File: config.mk
export PLATFORM = sky130hd
export DESIGN_NAME = msp_out
export DESIGN_NICKNAME = d
export VERILOG_FILES = /design/src/rtl/msp_pkg.sv /design/src/rtl/msp_out.sv
export SDC_FILE = /design/constraint.sdc
export NUM_CORES = 1
export LEC_CHECK = 0
export ABC_AREA = 1
export BUFFER_PORTS_ARGS = -buffer_cell sky130_fd_sc_hd__buf_2
export CAP_MARGIN = 40
export CORE_ASPECT_RATIO = 1.75
export CORE_MARGIN = 1.5
export CORE_UTILIZATION = 35
export DETAILED_ROUTE_END_ITERATION = 16
export GPL_ROUTABILITY_DRIVEN = 0
export PLACE_DENSITY = 0.62
export SETUP_SLACK_MARGIN = 0.1
export SLEW_MARGIN = 10
export SYNTH_ARGS = -nofsm -noshare
export SYNTH_HDL_FRONTEND = slang
export SYNTH_SLANG_ARGS = --single-unit
File: constraint.sdc
create_clock -name clk_i -period 3.3 [get_ports clk_i]
set_input_delay 0.165 -clock clk_i [delete_from_list [all_inputs] [get_ports clk_i]]
set_output_delay 0.165 -clock clk_i [all_outputs]
set_load 0.02 [all_outputs]
File: src/rtl/msp_pkg.sv
// shared types and constants of the matrix saddle point finder
// no dependencies
`timescale 1ns / 1ps

package msp_pkg;

  localparam int DATA_W    = 32;
  localparam int ROW_CNT_W = 13;
  localparam int COL_CNT_W = 9;
  localparam int CFG_W     = 13;
  localparam int CFG_IDX_W = 2;
  localparam int ROW_HW    = 4096;
  localparam int COL_HW    = 256;

  localparam logic signed [DATA_W-1:0] INT_MAX = 32'sh7FFF_FFFF;
  localparam logic signed [DATA_W-1:0] INT_MIN = 32'sh8000_0000;

  localparam logic [CFG_IDX_W-1:0] REG_ROW_COUNT = 2'd0;
  localparam logic [CFG_IDX_W-1:0] REG_COL_COUNT = 2'd1;

  typedef struct packed {
    logic signed [DATA_W-1:0] best;
    logic signed [DATA_W-1:0] least;
  } fin_t;

endpackage

File: src/rtl/msp_out.sv
// final compare stage and output register of the saddle point finder
// depends on msp_pkg
`timescale 1ns / 1ps

module msp_out (
  input  logic                             clk_i,
  input  logic                             rst_ni,
  input  logic                             load_i,
  input  msp_pkg::fin_t                    fin_i,
  input  logic                             out_stall_i,
  output logic                             out_valid_o,
  output logic                             found_o,
  output logic signed [msp_pkg::DATA_W-1:0] saddle_value_o,
  output logic                             full_o
);
  import msp_pkg::*;

  logic   p_valid_q, p_valid_d;
  fin_t   p_q;
  logic   o_valid_q, o_valid_d;
  logic   o_found_q;
  logic signed [DATA_W-1:0] o_value_q;
  logic   move;
  logic   hit;

  assign move = p_valid_q && (!o_valid_q || !out_stall_i);
  assign hit  = (p_q.best == p_q.least);

  always_comb begin
    p_valid_d = p_valid_q;
    if (move) begin
      p_valid_d = 1'b0;
    end
    if (load_i) begin
      p_valid_d = 1'b1;
    end
    o_valid_d = o_valid_q && out_stall_i;
    if (move) begin
      o_valid_d = 1'b1;
    end
  end

  always_ff @(posedge clk_i or negedge rst_ni) begin
    if (!rst_ni) begin
      p_valid_q <= 1'b0;
      o_valid_q <= 1'b0;
    end else begin
      p_valid_q <= p_valid_d;
      o_valid_q <= o_valid_d;
    end
  end

  always_ff @(posedge clk_i) begin
    if (load_i) begin
      p_q <= fin_i;
    end
    if (move) begin
      o_found_q <= hit;
      o_value_q <= hit ? p_q.best : '0;
    end
  end

  assign out_valid_o    = o_valid_q;
  assign found_o        = o_found_q;
  assign saddle_value_o = o_value_q;
  assign full_o         = p_valid_q && o_valid_q && out_stall_i;

endmodule

==> results.sh <==
export IMPL_drtIter0Drc=80
export IMPL_synth_edff_count=97
export IMPL_p_int_w=0.00220
export IMPL_core_area_sq_um=10400
export IMPL_drv_max_cap_violation_count=0
export IMPL_ys_ff_latch=99
export IMPL_rrSetupSlack_ps=1290
export IMPL_fin_cells=556
export IMPL_portBuffers=102
export IMPL_vias=2320
export IMPL_clock_tree_buffer_depth=2
export IMPL_power_per_cell_area_nw_per_um2=533
export IMPL_clockPowerShare=0.356
export IMPL_grt_pass1_vias=2396
export IMPL_finalSetupViolCount=0
export IMPL_cts_sinks=99
export IMPL_reg2reg_depth=9
export IMPL_finalHoldViolations=0
export IMPL_critPathLaunchType="flop"
export IMPL_synth_area_sq_um=3750
export IMPL_slew_headroom=0.453
export IMPL_drc=0
export IMPL_die_w_um=81.3
export IMPL_p_sw_frac=0.211
export IMPL_grt_overflow=0
export IMPL_drtAntennaViolNets=0
export IMPL_grt_usage=0.131
export IMPL_crit_fanout=33
export IMPL_reg2reg_from="p_q[51]"
export IMPL_cts_made_buffers=9
export IMPL_reg2reg_to="saddle_value_o[15]"
export IMPL_synth_cell_types=12
export IMPL_cts_resized=0
export IMPL_grt_max_degree=40
export IMPL_dp_hpwl_mm=4.91
export IMPL_rows=49
export IMPL_whs_path_depth=1
export IMPL_slew_viol_final=0
export IMPL_clock_skew_ps=8.37
export IMPL_postCtsSetupBuffers=0
export IMPL_synth_most_common_cell="edfxtp_1"
export IMPL_cts_tree="done"
export IMPL_place_area_sq_um=4460
export IMPL_dp_cells=492
export IMPL_dr_pass1_iters=4
export IMPL_combPwrFrac=0.098
export IMPL_totalWireLength_mm=6.96
export IMPL_vias_per_cell=4.17
export IMPL_syn_to_final_growth_pct=39.1
export IMPL_setup_tns_ps=0
export IMPL_synth_cells=263
export IMPL_rsz0062_at_grt="no"
export IMPL_max_freq_mhz=498
export IMPL_worstPathArrival_ps=2170
export IMPL_yosysSeqAreaShare=0.789
export IMPL_outcome="finished clean"
export IMPL_root_buffer="clkbuf_16"
export IMPL_irDropWorstVdd_uv=313
export IMPL_p_switching_w=0.000587
export IMPL_final_nets=492
export IMPL_start_util=0.362
export IMPL_cp_required_ps=3460
export IMPL_holdCritPathClass="in2reg"
export IMPL_synth_fp_nets=331
export IMPL_p_seq_frac=0.546
export IMPL_synth_top_area_share=0.776
export IMPL_avgSynthCellArea_sq_um=14.3
export IMPL_min_period_ps=2010
export IMPL_wl_per_cell_um=12.5
export IMPL_synth_area_leader_cell="edfxtp_1"
export IMPL_synthTopCellsByArea="edfxtp_1, xnor2_1, nand2_1"
export IMPL_post_route_period_util=0.608
export IMPL_crit_type="reg2reg"
export IMPL_die_area_sq_um=11400
export IMPL_synth_warnings=0
export IMPL_cts_max_level=3
export IMPL_synth_ff_type="edfxtp_1"
export IMPL_leakagePower_nw=2.25
export IMPL_worstSetupStartpoint="p_q[51]"
export IMPL_clk_insertion_delay_late_ps=330
export IMPL_crit_path_end="saddle_value_o[15]"
export IMPL_grt_pass1_wl_mm=10.7
export IMPL_finalInstanceArea_sq_um=5220
export IMPL_antenna_found_initial=0
export IMPL_ioPinCount=103
export IMPL_hold_ws_ps=16.7
export IMPL_synth_common_cells="edfxtp_1, nand2_1, inv_1"
export IMPL_worstMarginPinSlew_ps=818
export IMPL_end_kind="flop"
export IMPL_drive_above_1_share=0.324
export IMPL_diodes=0
export IMPL_synth_async_reset_ratio=0.0202
export IMPL_die_h_um=140
export IMPL_fin_util=0.504
export IMPL_cts_clk_slew_worst_paths_ps=70
[layout by cell type, fill, tap and decap left out, drive strengths merged]
cell type and instances:
inv 43, xnor2 23, nor2 43, or2 1, clkinvlp 1, dlygate4sd3 48
bufinv 1, edfxtp 97, dfrtp 2, clkbuf 10, a21oi 1, buf 105
nand2 50, clkinv 4
[registers in the layout, summed over array words and instances, names as in the netlist]
register,cells
found_o,1
out_valid_o,1
p_q,64
saddle_value_o,32
p_valid_q,1
[timing repair]
item	CTS	global route
hold buffers	45	3
endpoints found under the hold margin	46	3
setup endpoints to repair	0	0
[power groups by stage]
stage | combinational [W] | clock (W) | sequential (W)
5_1_grt | 0.000305 | 0.00107 | 0.00153
6_report | 0.000274 | 0.000991 | 0.00152
3_3_place_gp | 0.000220 | 0 | 0.00155
3_5_place_dp | 0.000234 | 0 | 0.00155
2_1_floorplan | 0.0000908 | 0 | 0.00158
4_1_cts | 0.000276 | 0.00102 | 0.00152
[critical path, stage by stage, from the launching register on]
cell	delay, ps
edfxtp_1	390
inv_1	90
nand2_1	50
nand2_1	60
nand2_1	50
nor2_1	150
nand2_1	110
nor2_1	170
nand2_2	480
nor2_1	270
[worst min path at each step]
stage                  endpoint  slack, ps       from
floorplan           out_valid_o       -130     rst_ni
global placement    out_valid_o        -50     rst_ni
detailed placement    p_valid_q        -50     rst_ni
CTS                     p_q[53]        0.6  fin_i[53]
global route            p_q[21]          2  fin_i[21]
finish                  p_q[21]         20  fin_i[21]
[kinds of logic after synthesis]
kind of cell	synth area share
flip-flops	0.789
AND/OR/NAND/NOR	0.104
buffers and inverters	0.0520
XOR/XNOR	0.0536
AO/OA/AOI/OAI	0.00133
[metal layers]
| metal | vias up | GRT usage | routed length [um] |
|---|---|---|---|
| met4 | 0 | 0.0717 | 221 |
| met5 | - | 0 | 0 |
| met3 | 14 | 0.0332 | 279 |
| met1 | 1073 | 0.114 | 2370 |
| li1 | 1171 | - | - |
| met2 | 62 | 0.256 | 4090 |
[final cells by class]
class                      count  area (sq um)
fill                         892          5140
sequential                    99          2960
timing repair buffer         153          1050
multi-input combinational    118           608
clock buffer                  10           229
inverter                      43           161
tap                          127           159
clock inverter                 6          56.3
[through the flow]
step           total power [W]  worst slack (ps)
4_1_cts                0.00282              1230
3_3_place_gp           0.00177              1320
6_report               0.00279              1290
5_1_grt                0.00291              1000
3_5_place_dp           0.00178              1250
2_1_floorplan          0.00167               764
No activity file was read; power rests on OpenSTA's default activity.
