### config.mk
export PLATFORM = sky130hd
export DESIGN_NAME = msp_cell
export DESIGN_NICKNAME = d
export VERILOG_FILES = /design/src/rtl/msp_pkg.sv /design/src/rtl/msp_cell.sv
export SDC_FILE = /design/constraint.sdc
export NUM_CORES = 1
export LEC_CHECK = 0
export ABC_CLOCK_PERIOD_IN_PS = 1400
export BUFFER_PORTS_ARGS = -buffer_cell sky130_fd_sc_hd__buf_2
export CAP_MARGIN = 40
export CELL_PAD_IN_SITES_DETAIL_PLACEMENT = 1
export CELL_PAD_IN_SITES_GLOBAL_PLACEMENT = 2
export CORE_MARGIN = 2
export CORE_UTILIZATION = 26
export DETAILED_ROUTE_END_ITERATION = 10
export GPL_ROUTABILITY_DRIVEN = 1
export PLACE_DENSITY = 0.78
export SLEW_MARGIN = 20
export SYNTH_ARGS = -nofsm -noshare
export SYNTH_HDL_FRONTEND = slang
export SYNTH_SLANG_ARGS = --single-unit
### constraint.sdc
create_clock -name clk_i -period 1.4 [get_ports clk_i]
set_clock_uncertainty 0.15 [all_clocks]
set_input_delay 0.28 -clock clk_i [delete_from_list [all_inputs] [get_ports clk_i]]
set_output_delay 0.28 -clock clk_i [all_outputs]
set_load 0.02 [all_outputs]
### src/rtl/msp_pkg.sv
// shared types and constants of the matrix saddle point finder
// no dependencies
`timescale 1ns / 1ps

package msp_pkg;

  localparam int DATA_W    = 32;
  localparam int ROW_CNT_W = 13;
  localparam int COL_CNT_W = 9;
  localparam int CFG_W     = 13;
  localparam int CFG_IDX_W = 2;
  localparam int ROW_HW    = 4096;
  localparam int COL_HW    = 256;

  localparam logic signed [DATA_W-1:0] INT_MAX = 32'sh7FFF_FFFF;
  localparam logic signed [DATA_W-1:0] INT_MIN = 32'sh8000_0000;

  localparam logic [CFG_IDX_W-1:0] REG_ROW_COUNT = 2'd0;
  localparam logic [CFG_IDX_W-1:0] REG_COL_COUNT = 2'd1;

  typedef struct packed {
    logic signed [DATA_W-1:0] best;
    logic signed [DATA_W-1:0] least;
  } fin_t;

endpackage

### src/rtl/msp_cell.sv
// one column maximum cell of the rotating chain
// depends on msp_pkg
`timescale 1ns / 1ps

module msp_cell (
  input  logic                             clk_i,
  input  logic                             en_i,
  input  logic                             is_tail_i,
  input  logic signed [msp_pkg::DATA_W-1:0] tail_i,
  input  logic signed [msp_pkg::DATA_W-1:0] nbr_i,
  output logic signed [msp_pkg::DATA_W-1:0] val_o
);
  import msp_pkg::*;

  logic signed [DATA_W-1:0] val_q;
  logic signed [DATA_W-1:0] val_d;

  assign val_d = is_tail_i ? tail_i : nbr_i;

  always_ff @(posedge clk_i) begin
    if (en_i) begin
      val_q <= val_d;
    end
  end

  assign val_o = val_q;

endmodule

==> results summary, run 1 <==
The flow ran to the end, and the final reports show no timing, DRC or antenna violations. The number of antenna-violating nets in the routed design is 0. The overall power of the completed layout came out at roughly 0.0023 W. The number of standard cells after synthesis is a little under 70. The flip-flop count of the largest register after layout came out at 32. The number of design rule violations left after detail routing came out at 0. The highest ir drop seen on vdd is 442 µV. The worst hold slack after final layout is 0.149 ns. The maximum buffer depth of the clock tree came out at 2. By instance count, the leading cell after synthesis is edfxtp_1. Counting the buffers created by CTS gives 5. The synthesized netlist occupies a cell area of 1510 µm². The overall die area came out at ~6400 µm². The net count of the mapped netlist is 135. The routing usage on met1 came out at 11.3%. Data on the critical path is required at its endpoint by 0.97 ns. The number of sinks on the clock net came out at 32. In the global route stage, met3 resource usage came out at under 10%. The number of buffer cells added on primary ports is slightly below 100. The fraction of post-synthesis cell area in the top cell type by area is between 60% and 70%. The power density over the cells came out at 1080 nW/µm².

The number of gates resized after CTS was 0. The average cell area after synthesis came out at about 22 µm². The routability congestion estimate is between 0.6 and 0.7. The global-route wire length before repair came out at 5430 µm.

The commonest cells after synthesis are edfxtp_1, mux2_4, buf_12. The number of placed I/O pins came out at 99. TritonCTS built the clock tree.

STA classifies the critical path endpoint as an output pin. The total setup buffers inserted after CTS came out at 0. The worst setup path is launched from a register. The level count of the clock H-tree is 2. The leakage power is between 1 and 1.5 nW. The number of nets in the final layout came out at 239. Setup repair after global routing left no endpoint under its margin. The floorplan has 27 rows. The number of buffers added to fix hold violations after cts came out at 0. The reported max-cap violation count came out at 0. Clock-pin slew was measured on the worst setup and hold paths at 0.06 ns. In this run the vertical extent of the chip is 80.1 µm.

The via count of the first global-routing pass is roughly 1100. The final cell utilization of the core is between 30% and 40%. The clock period could shrink to approximately 1.3 ns. Sorting the synthesized cells by area gives the leading types as edfxtp_1, mux2_4, buf_12, mux2_2, buf_6. The critical path goes through buf_2. The total detailed-routing wirelength is between 3000 and 4000 µm. The core region area is 5540 µm².

The setup path with the least slack is of type reg2out. Together, buffers and inverters on the worst path number 1. The overall track demand over capacity in global routing came out at ~11%.

The warning count from the yosys run is 0. The tightest min-delay check is of the in2reg type. The share of synthesized registers carrying an async set or reset came out at 0%.

Summed over all instances, the cell type with the most area after synthesis is edfxtp_1. The tree is rooted in a clkbuf_8. At the pin with the least slew margin, the transition time is roughly 0.18 ns.

After the first detailed-routing iteration, the DRC count stood at 29. The worst slew margin relative to its limit came out at between 80 and 90%. The endpoint arrival time on the critical path is between 0.8 and 0.9 ns. On the worst path, the slowest cell contributes a delay of about 0.38 ns.

The met2 usage in global routing is between 20 and 25%. The number of enable-type register cells in the synthesized netlist is 32. The number of hold violations in the final report is 0. After detailed routing, the average wire length per cell comes to between 15 and 20 µm. The flop and latch count out of synthesis is 32. The achievable clock frequency is approximately 800 MHz. In this design, the largest share of critical-path delay is due to flip-flops. The final critical path takes up around nine tenths of the cycle.

The initial antenna violation count is 0. The final setup slack of the worst path came out at about 0.15 ns. The pin count of the biggest net entering global routing came out at 33. Compared with the post-synthesis result, the final layout area differs by 43.1%.

Across all layers, the routed design uses ~1000 vias. The total negative slack for setup checks came out at 0 ns. The via-per-instance ratio came out at ~4.1.

Sequential cells were found to cover between 60% and 70% of the synthesized design area. Of the cells placed in the final design, the portion with a size suffix greater than 1 is about four fifths. The pre-CTS worst setup slack is 0.0527 ns. The number of antenna diodes in the final layout is 0. The total overflow left after global routing is 0.

The slowest stage of the critical path is the edfxtp_1 cell. met2 is the most crowded layer. Among all flip-flop cells after synthesis, the most frequent one is edfxtp_1. The highest net fanout along the worst path is 1. The max-slew violation count is 0.

The final count of negative-setup-slack endpoints came out at 0. The die is between 80 and 90 µm wide. The number of iterations in the first detailed-routing pass came out at 4. For this configuration, the core starts out at a cell density of approximately 27%. The unique cell type count in the Yosys netlist came out at 5.
[power by group]
group	switching [W]	internal, W
Combinational	0.000237	0.000241
Sequential	0.0000202	0.00116
Clock	0.000320	0.000346
Total	0.000577	0.00174
[area by class of cell]
cell class                      instances  area, µm²
Timing Repair Buffer                  101        551
Tap cell                               72       90.1
Fill cell                             615       3390
Multi-Input combinational cell         32        473
Clock inverter                          1       3.75
Clock buffer                            7       76.3
Sequential cell                        32        961
[stage by stage]
step,instances,instance area (µm²)
floorplan,68,1510
global placement,237,2070
detailed placement,237,2070
CTS,245,2150
global route,245,2150
finish,245,2150
[cell families (layout without fill, tap and decap cells)]
| family | after synthesis | in the layout | synth area share, % |
|---|---|---|---|
| buf+inv | 4 | 109 | 4.74 |
| mux | 32 | 32 | 31.4 |
| flops | 32 | 32 | 63.8 |
[cell usage in the layout, fill, tap and decap left out]
cell       n
clkbuf_8   5
clkbuf_1   2
buf_2     98
edfxtp_1  32
buf_12     3
clkinv_1   1
mux2_2     2
mux2_4    30
[final timing paths]
| path | startpoint | endpoint | cells past startpoint |
|---|---|---|---|
| hold / removal | tail_i[15] | val_o[15] | 2 |
| setup / recovery | val_o[18] | val_o[18] | 1 |
[metal layers]
metal / wire length [µm] / up-vias
li1: - / 472
met1: 1260 / 471
met3: 254 / 6
met4: 63 / 0
met2: 2120 / 50
met5: 0 / -
No activity file was read; power rests on OpenSTA's default activity.
==> run 2: changes to the inputs <==
--- a/config.mk
+++ b/config.mk
@@ -5,17 +5,19 @@
 export SDC_FILE = /design/constraint.sdc
 export NUM_CORES = 1
 export LEC_CHECK = 0
+export ABC_AREA = 1
 export ABC_CLOCK_PERIOD_IN_PS = 1400
 export BUFFER_PORTS_ARGS = -buffer_cell sky130_fd_sc_hd__buf_2
 export CAP_MARGIN = 40
 export CELL_PAD_IN_SITES_DETAIL_PLACEMENT = 1
 export CELL_PAD_IN_SITES_GLOBAL_PLACEMENT = 2
 export CORE_MARGIN = 2
-export CORE_UTILIZATION = 26
+export CORE_UTILIZATION = 22
 export DETAILED_ROUTE_END_ITERATION = 10
 export GPL_ROUTABILITY_DRIVEN = 1
-export PLACE_DENSITY = 0.78
+export PLACE_DENSITY = 0.77
 export SLEW_MARGIN = 20
 export SYNTH_ARGS = -nofsm -noshare
 export SYNTH_HDL_FRONTEND = slang
 export SYNTH_SLANG_ARGS = --single-unit
+export TNS_END_PERCENT = 30
==> run 2 against run 1 <==
  * Count of clock-buffer cells in the layout did not move
  * Global-route usage barely moved
  * Sequential share of layout area rose by 2.1 points
  * Sequential power barely moved
  * Fmax fell by 0.69%
==> results summary, run 2 <==
Outcome: finished clean (unchanged). The wire length on met2 was 2030 µm (was 2120 µm). The effective utilization at floorplan was 22.7% (was 27.2%). The area growth from synthesis to final layout came out at 41.8% (was 43.1%). Critical Path, Cell by Cell: buf_2 (unchanged). The average routed wire per standard cell is 12.8 µm (was 15.1 µm). The number of buffer cells added on primary ports came out at 98 (unchanged). The flip-flop count of the largest register after layout came out at 32 (unchanged). The critical path startpoint is val_o[22] (was val_o[18]). The register area is 961 µm² (unchanged). The delay of the slowest cell on the worst path was 0.38 ns (about the same). The worst hold path cell count came to 3 (was 2). The routed metal-1 wirelength is 1610 µm (was 1260 µm). The total detailed-routing wirelength is 4050 µm (was 3700 µm). The number of buffers added to fix hold violations after cts came out at 0 (unchanged).

The slowest cell on the critical path was edfxtp_1 (unchanged). Most area-consuming cells after synthesis: edfxtp_1, nand2_1, nand2_2, clkbuf_8, buf_6 (was edfxtp_1, mux2_4, buf_12, mux2_2, buf_6). The overall die height came out at 85.3 µm (was 80.1 µm). The multi-input logic area is 385 µm² (was 473 µm²). The unique cell type count in the Yosys netlist is 7 (was 5). The flop and latch count out of synthesis came to 32 (unchanged).

The slew of the pin with the lowest slew margin is 0.218 ns (was 0.182 ns). The commonest non-fill, non-tap cell in the layout is buf_2 (unchanged). The routability congestion estimate is 0.698 (was 0.664).

Most frequent cells in the layout: buf_2, nand2_1, edfxtp_1 (was buf_2, edfxtp_1, mux2_4). The average cell area after synthesis is 10.7 µm² (was 22.1 µm²). The clock tree from TritonCTS was built (unchanged). The max-slew violation count is 0 (unchanged). The placed standard-cell area was 1980 µm² (was 2070 µm²). The number of resized instances in the post-cts repair step came out at 0 (unchanged). The clock tree root buffer cell is clkbuf_8 (unchanged).

The share of synthesized registers carrying an async set or reset is 0% (unchanged). The overall overflow remaining after global route is 0 (unchanged). The top routing layer in use is met4 (unchanged). The class of the worst hold path is in2reg (unchanged). The core region area is 6390 µm² (was 5540 µm²). The half-perimeter wire length after detailed placement is a little under 3000 µm. The overall die area is 7270 µm² (was 6410 µm²). The via-per-instance ratio is 4.02 (was 4.08).

The cell type group with the largest total delay on the critical path is flip-flops (unchanged). The number of enable-type register cells in the synthesized netlist came to 32 (unchanged). The reported max-cap violation count came out at 0 (unchanged). The via count of the first global-routing pass is 1325 (was 1098). The share of final-layout standard cells stronger than drive strength 1 is 49.2% (was 79.8%). The data required time at the worst endpoint came out at 0.97 ns (about the same). The filler cell count in the final layout came out at 779 (was 615). The origin of the worst min-delay path is nbr_i[24] (was tail_i[15]). The final count of negative-setup-slack endpoints is 0 (unchanged). The leakage power was 1.05 nW (was 1.02 nW). The total negative slack for setup checks came out at 0 ns (unchanged). The number of placed I/O pins is 99 (unchanged). The worst hold slack after final layout came out at 0.114 ns (was 0.149 ns).

The pin count of the biggest net entering global routing came to 33 (unchanged). The number of standard cells after synthesis is 136 (was 68). The floorplan die width was 85.3 µm (was 80.1 µm).

The portion of the clock cycle consumed by the worst path in the final layout came out at 90.2% (was 89.6%). The achievable clock frequency came out at 792 MHz (was 797 MHz). The register area share after synthesis came out at 66.1% (was 63.8%). The most numerous cell in the Yosys netlist is nand2_1 (was edfxtp_1). The highest ir drop seen on vdd is 382 µV (was 442 µV). The TritonCTS buffer count is 5 (unchanged). The post-CTS clock slew at the launch and capture registers of the worst setup and hold paths was 0.07 ns (was 0.06 ns). The total number of cells along the worst setup path is 1 (unchanged). Setup repair after global routing missed its margin: no (unchanged). The number of placement rows is 29 (was 27). The category of the worst setup path launch point was a register (unchanged).

The highest net fanout along the worst path is 1 (unchanged). The number of diodes added for antenna fixing came out at 0 (unchanged). The overall track demand over capacity in global routing came out at 11.4% (about the same).

The global-route wire length before repair is 6360 µm (was 5430 µm). The number of iterations in the first detailed-routing pass came out at 3 (was 4). The number of sinks on the clock net is 32 (unchanged). The number of hold violations in the final report came out at 0 (unchanged). The most frequently used flop master after synthesis was edfxtp_1 (unchanged).

The fraction of post-synthesis cell area in the top cell type by area came out at 66.1% (was 63.8%). The number of antenna-violating nets in the routed design is 0 (unchanged). The number of nets in the final layout is 304 (was 239). The kind of critical path is reg2out (unchanged). The library cell with the largest summed area after synthesis was edfxtp_1 (unchanged).

The synthesized cell area came to 1450 µm² (was 1510 µm²). The initial antenna violation count was 0 (unchanged). The number of design rule violations left after detail routing came out at 0 (unchanged).

The maximum buffer depth of the clock tree is 2 (unchanged). The violation count after the first detailed-route iteration came to 43 (was 29). The final period demand of the worst path came out at 1.26 ns (was 1.25 ns). The final design instance area without fill came out at 2060 µm² (was 2150 µm²).

The buffering stage count on the worst path with inverters included came out at 1 (unchanged). The level count of the clock H-tree is 2 (unchanged). The power density over the cells is 1110 nW/µm² (was 1080 nW/µm²). The critical path capture point type is an output pin (unchanged). The total setup buffers inserted after CTS came to 0 (unchanged). Top post-synthesis cells by count: nand2_1, edfxtp_1, nand2_2 (was edfxtp_1, mux2_4, buf_12).

The endpoint arrival time on the critical path was 0.83 ns (was 0.82 ns). The net count of the mapped netlist came out at 203 (was 135). The met3 wire length is 335 µm (was 254 µm).

The worst slew margin relative to its limit came out at 85.5% (was 87.9%). The total number of vias is 1266 (was 999). The warning count from the yosys run was 0 (unchanged).
run 2: final timing paths:
path	endpoint	slack, ns
max	val_o[22]	0.14
min	val_o[24]	0.11
run 2: per-layer routing:
metal / vias up / GRT usage (%)
met5: - / 0
met4: 0 / 3.90
met3: 5 / 4.38
met2: 53 / 20.1
met1: 574 / 12.5
li1: 634 / -
run 2: area by class of cell:
type | count | share of cell area [%]
inverter | 1 | 0.547
clock buffer | 7 | 3.71
timing repair buffer | 101 | 25.5
clock inverter | 1 | 0.182
multi-input combinational | 96 | 18.7
tap | 77 | 4.68
sequential | 32 | 46.7
run 2: cells by family (layout without fill, tap and decap cells):
| family | Yosys count | in the layout | synth area share [%] |
|---|---|---|---|
| simple gates | 96 | 96 | 26.5 |
| flops | 32 | 32 | 66.1 |
| buf+inv | 8 | 110 | 7.32 |
run 2: metrics by stage:
step / util [%] / setup slack (ns) / power [W] / std cells
2_1_floorplan: - / 0.355 / 0.00143 / 136
3_3_place_gp: 31.0 / 0.228 / 0.00162 / 307
3_5_place_dp: 31.0 / 0.198 / 0.00164 / 307
4_1_cts: 32.2 / 0.111 / 0.00233 / 315
5_1_grt: 32.2 / 0.0979 / 0.00241 / 315
6_report: 32.2 / 0.137 / 0.00228 / 315
run 2: report_power, final:
part / internal [W] / total [W] / leakage, nW / switching (W)
logic: 0.000165 / 0.000429 / 0.696 / 0.000264
clock network: 0.000346 / 0.000674 / 0.0399 / 0.000328
registers: 0.00116 / 0.00118 / 0.312 / 0.0000198
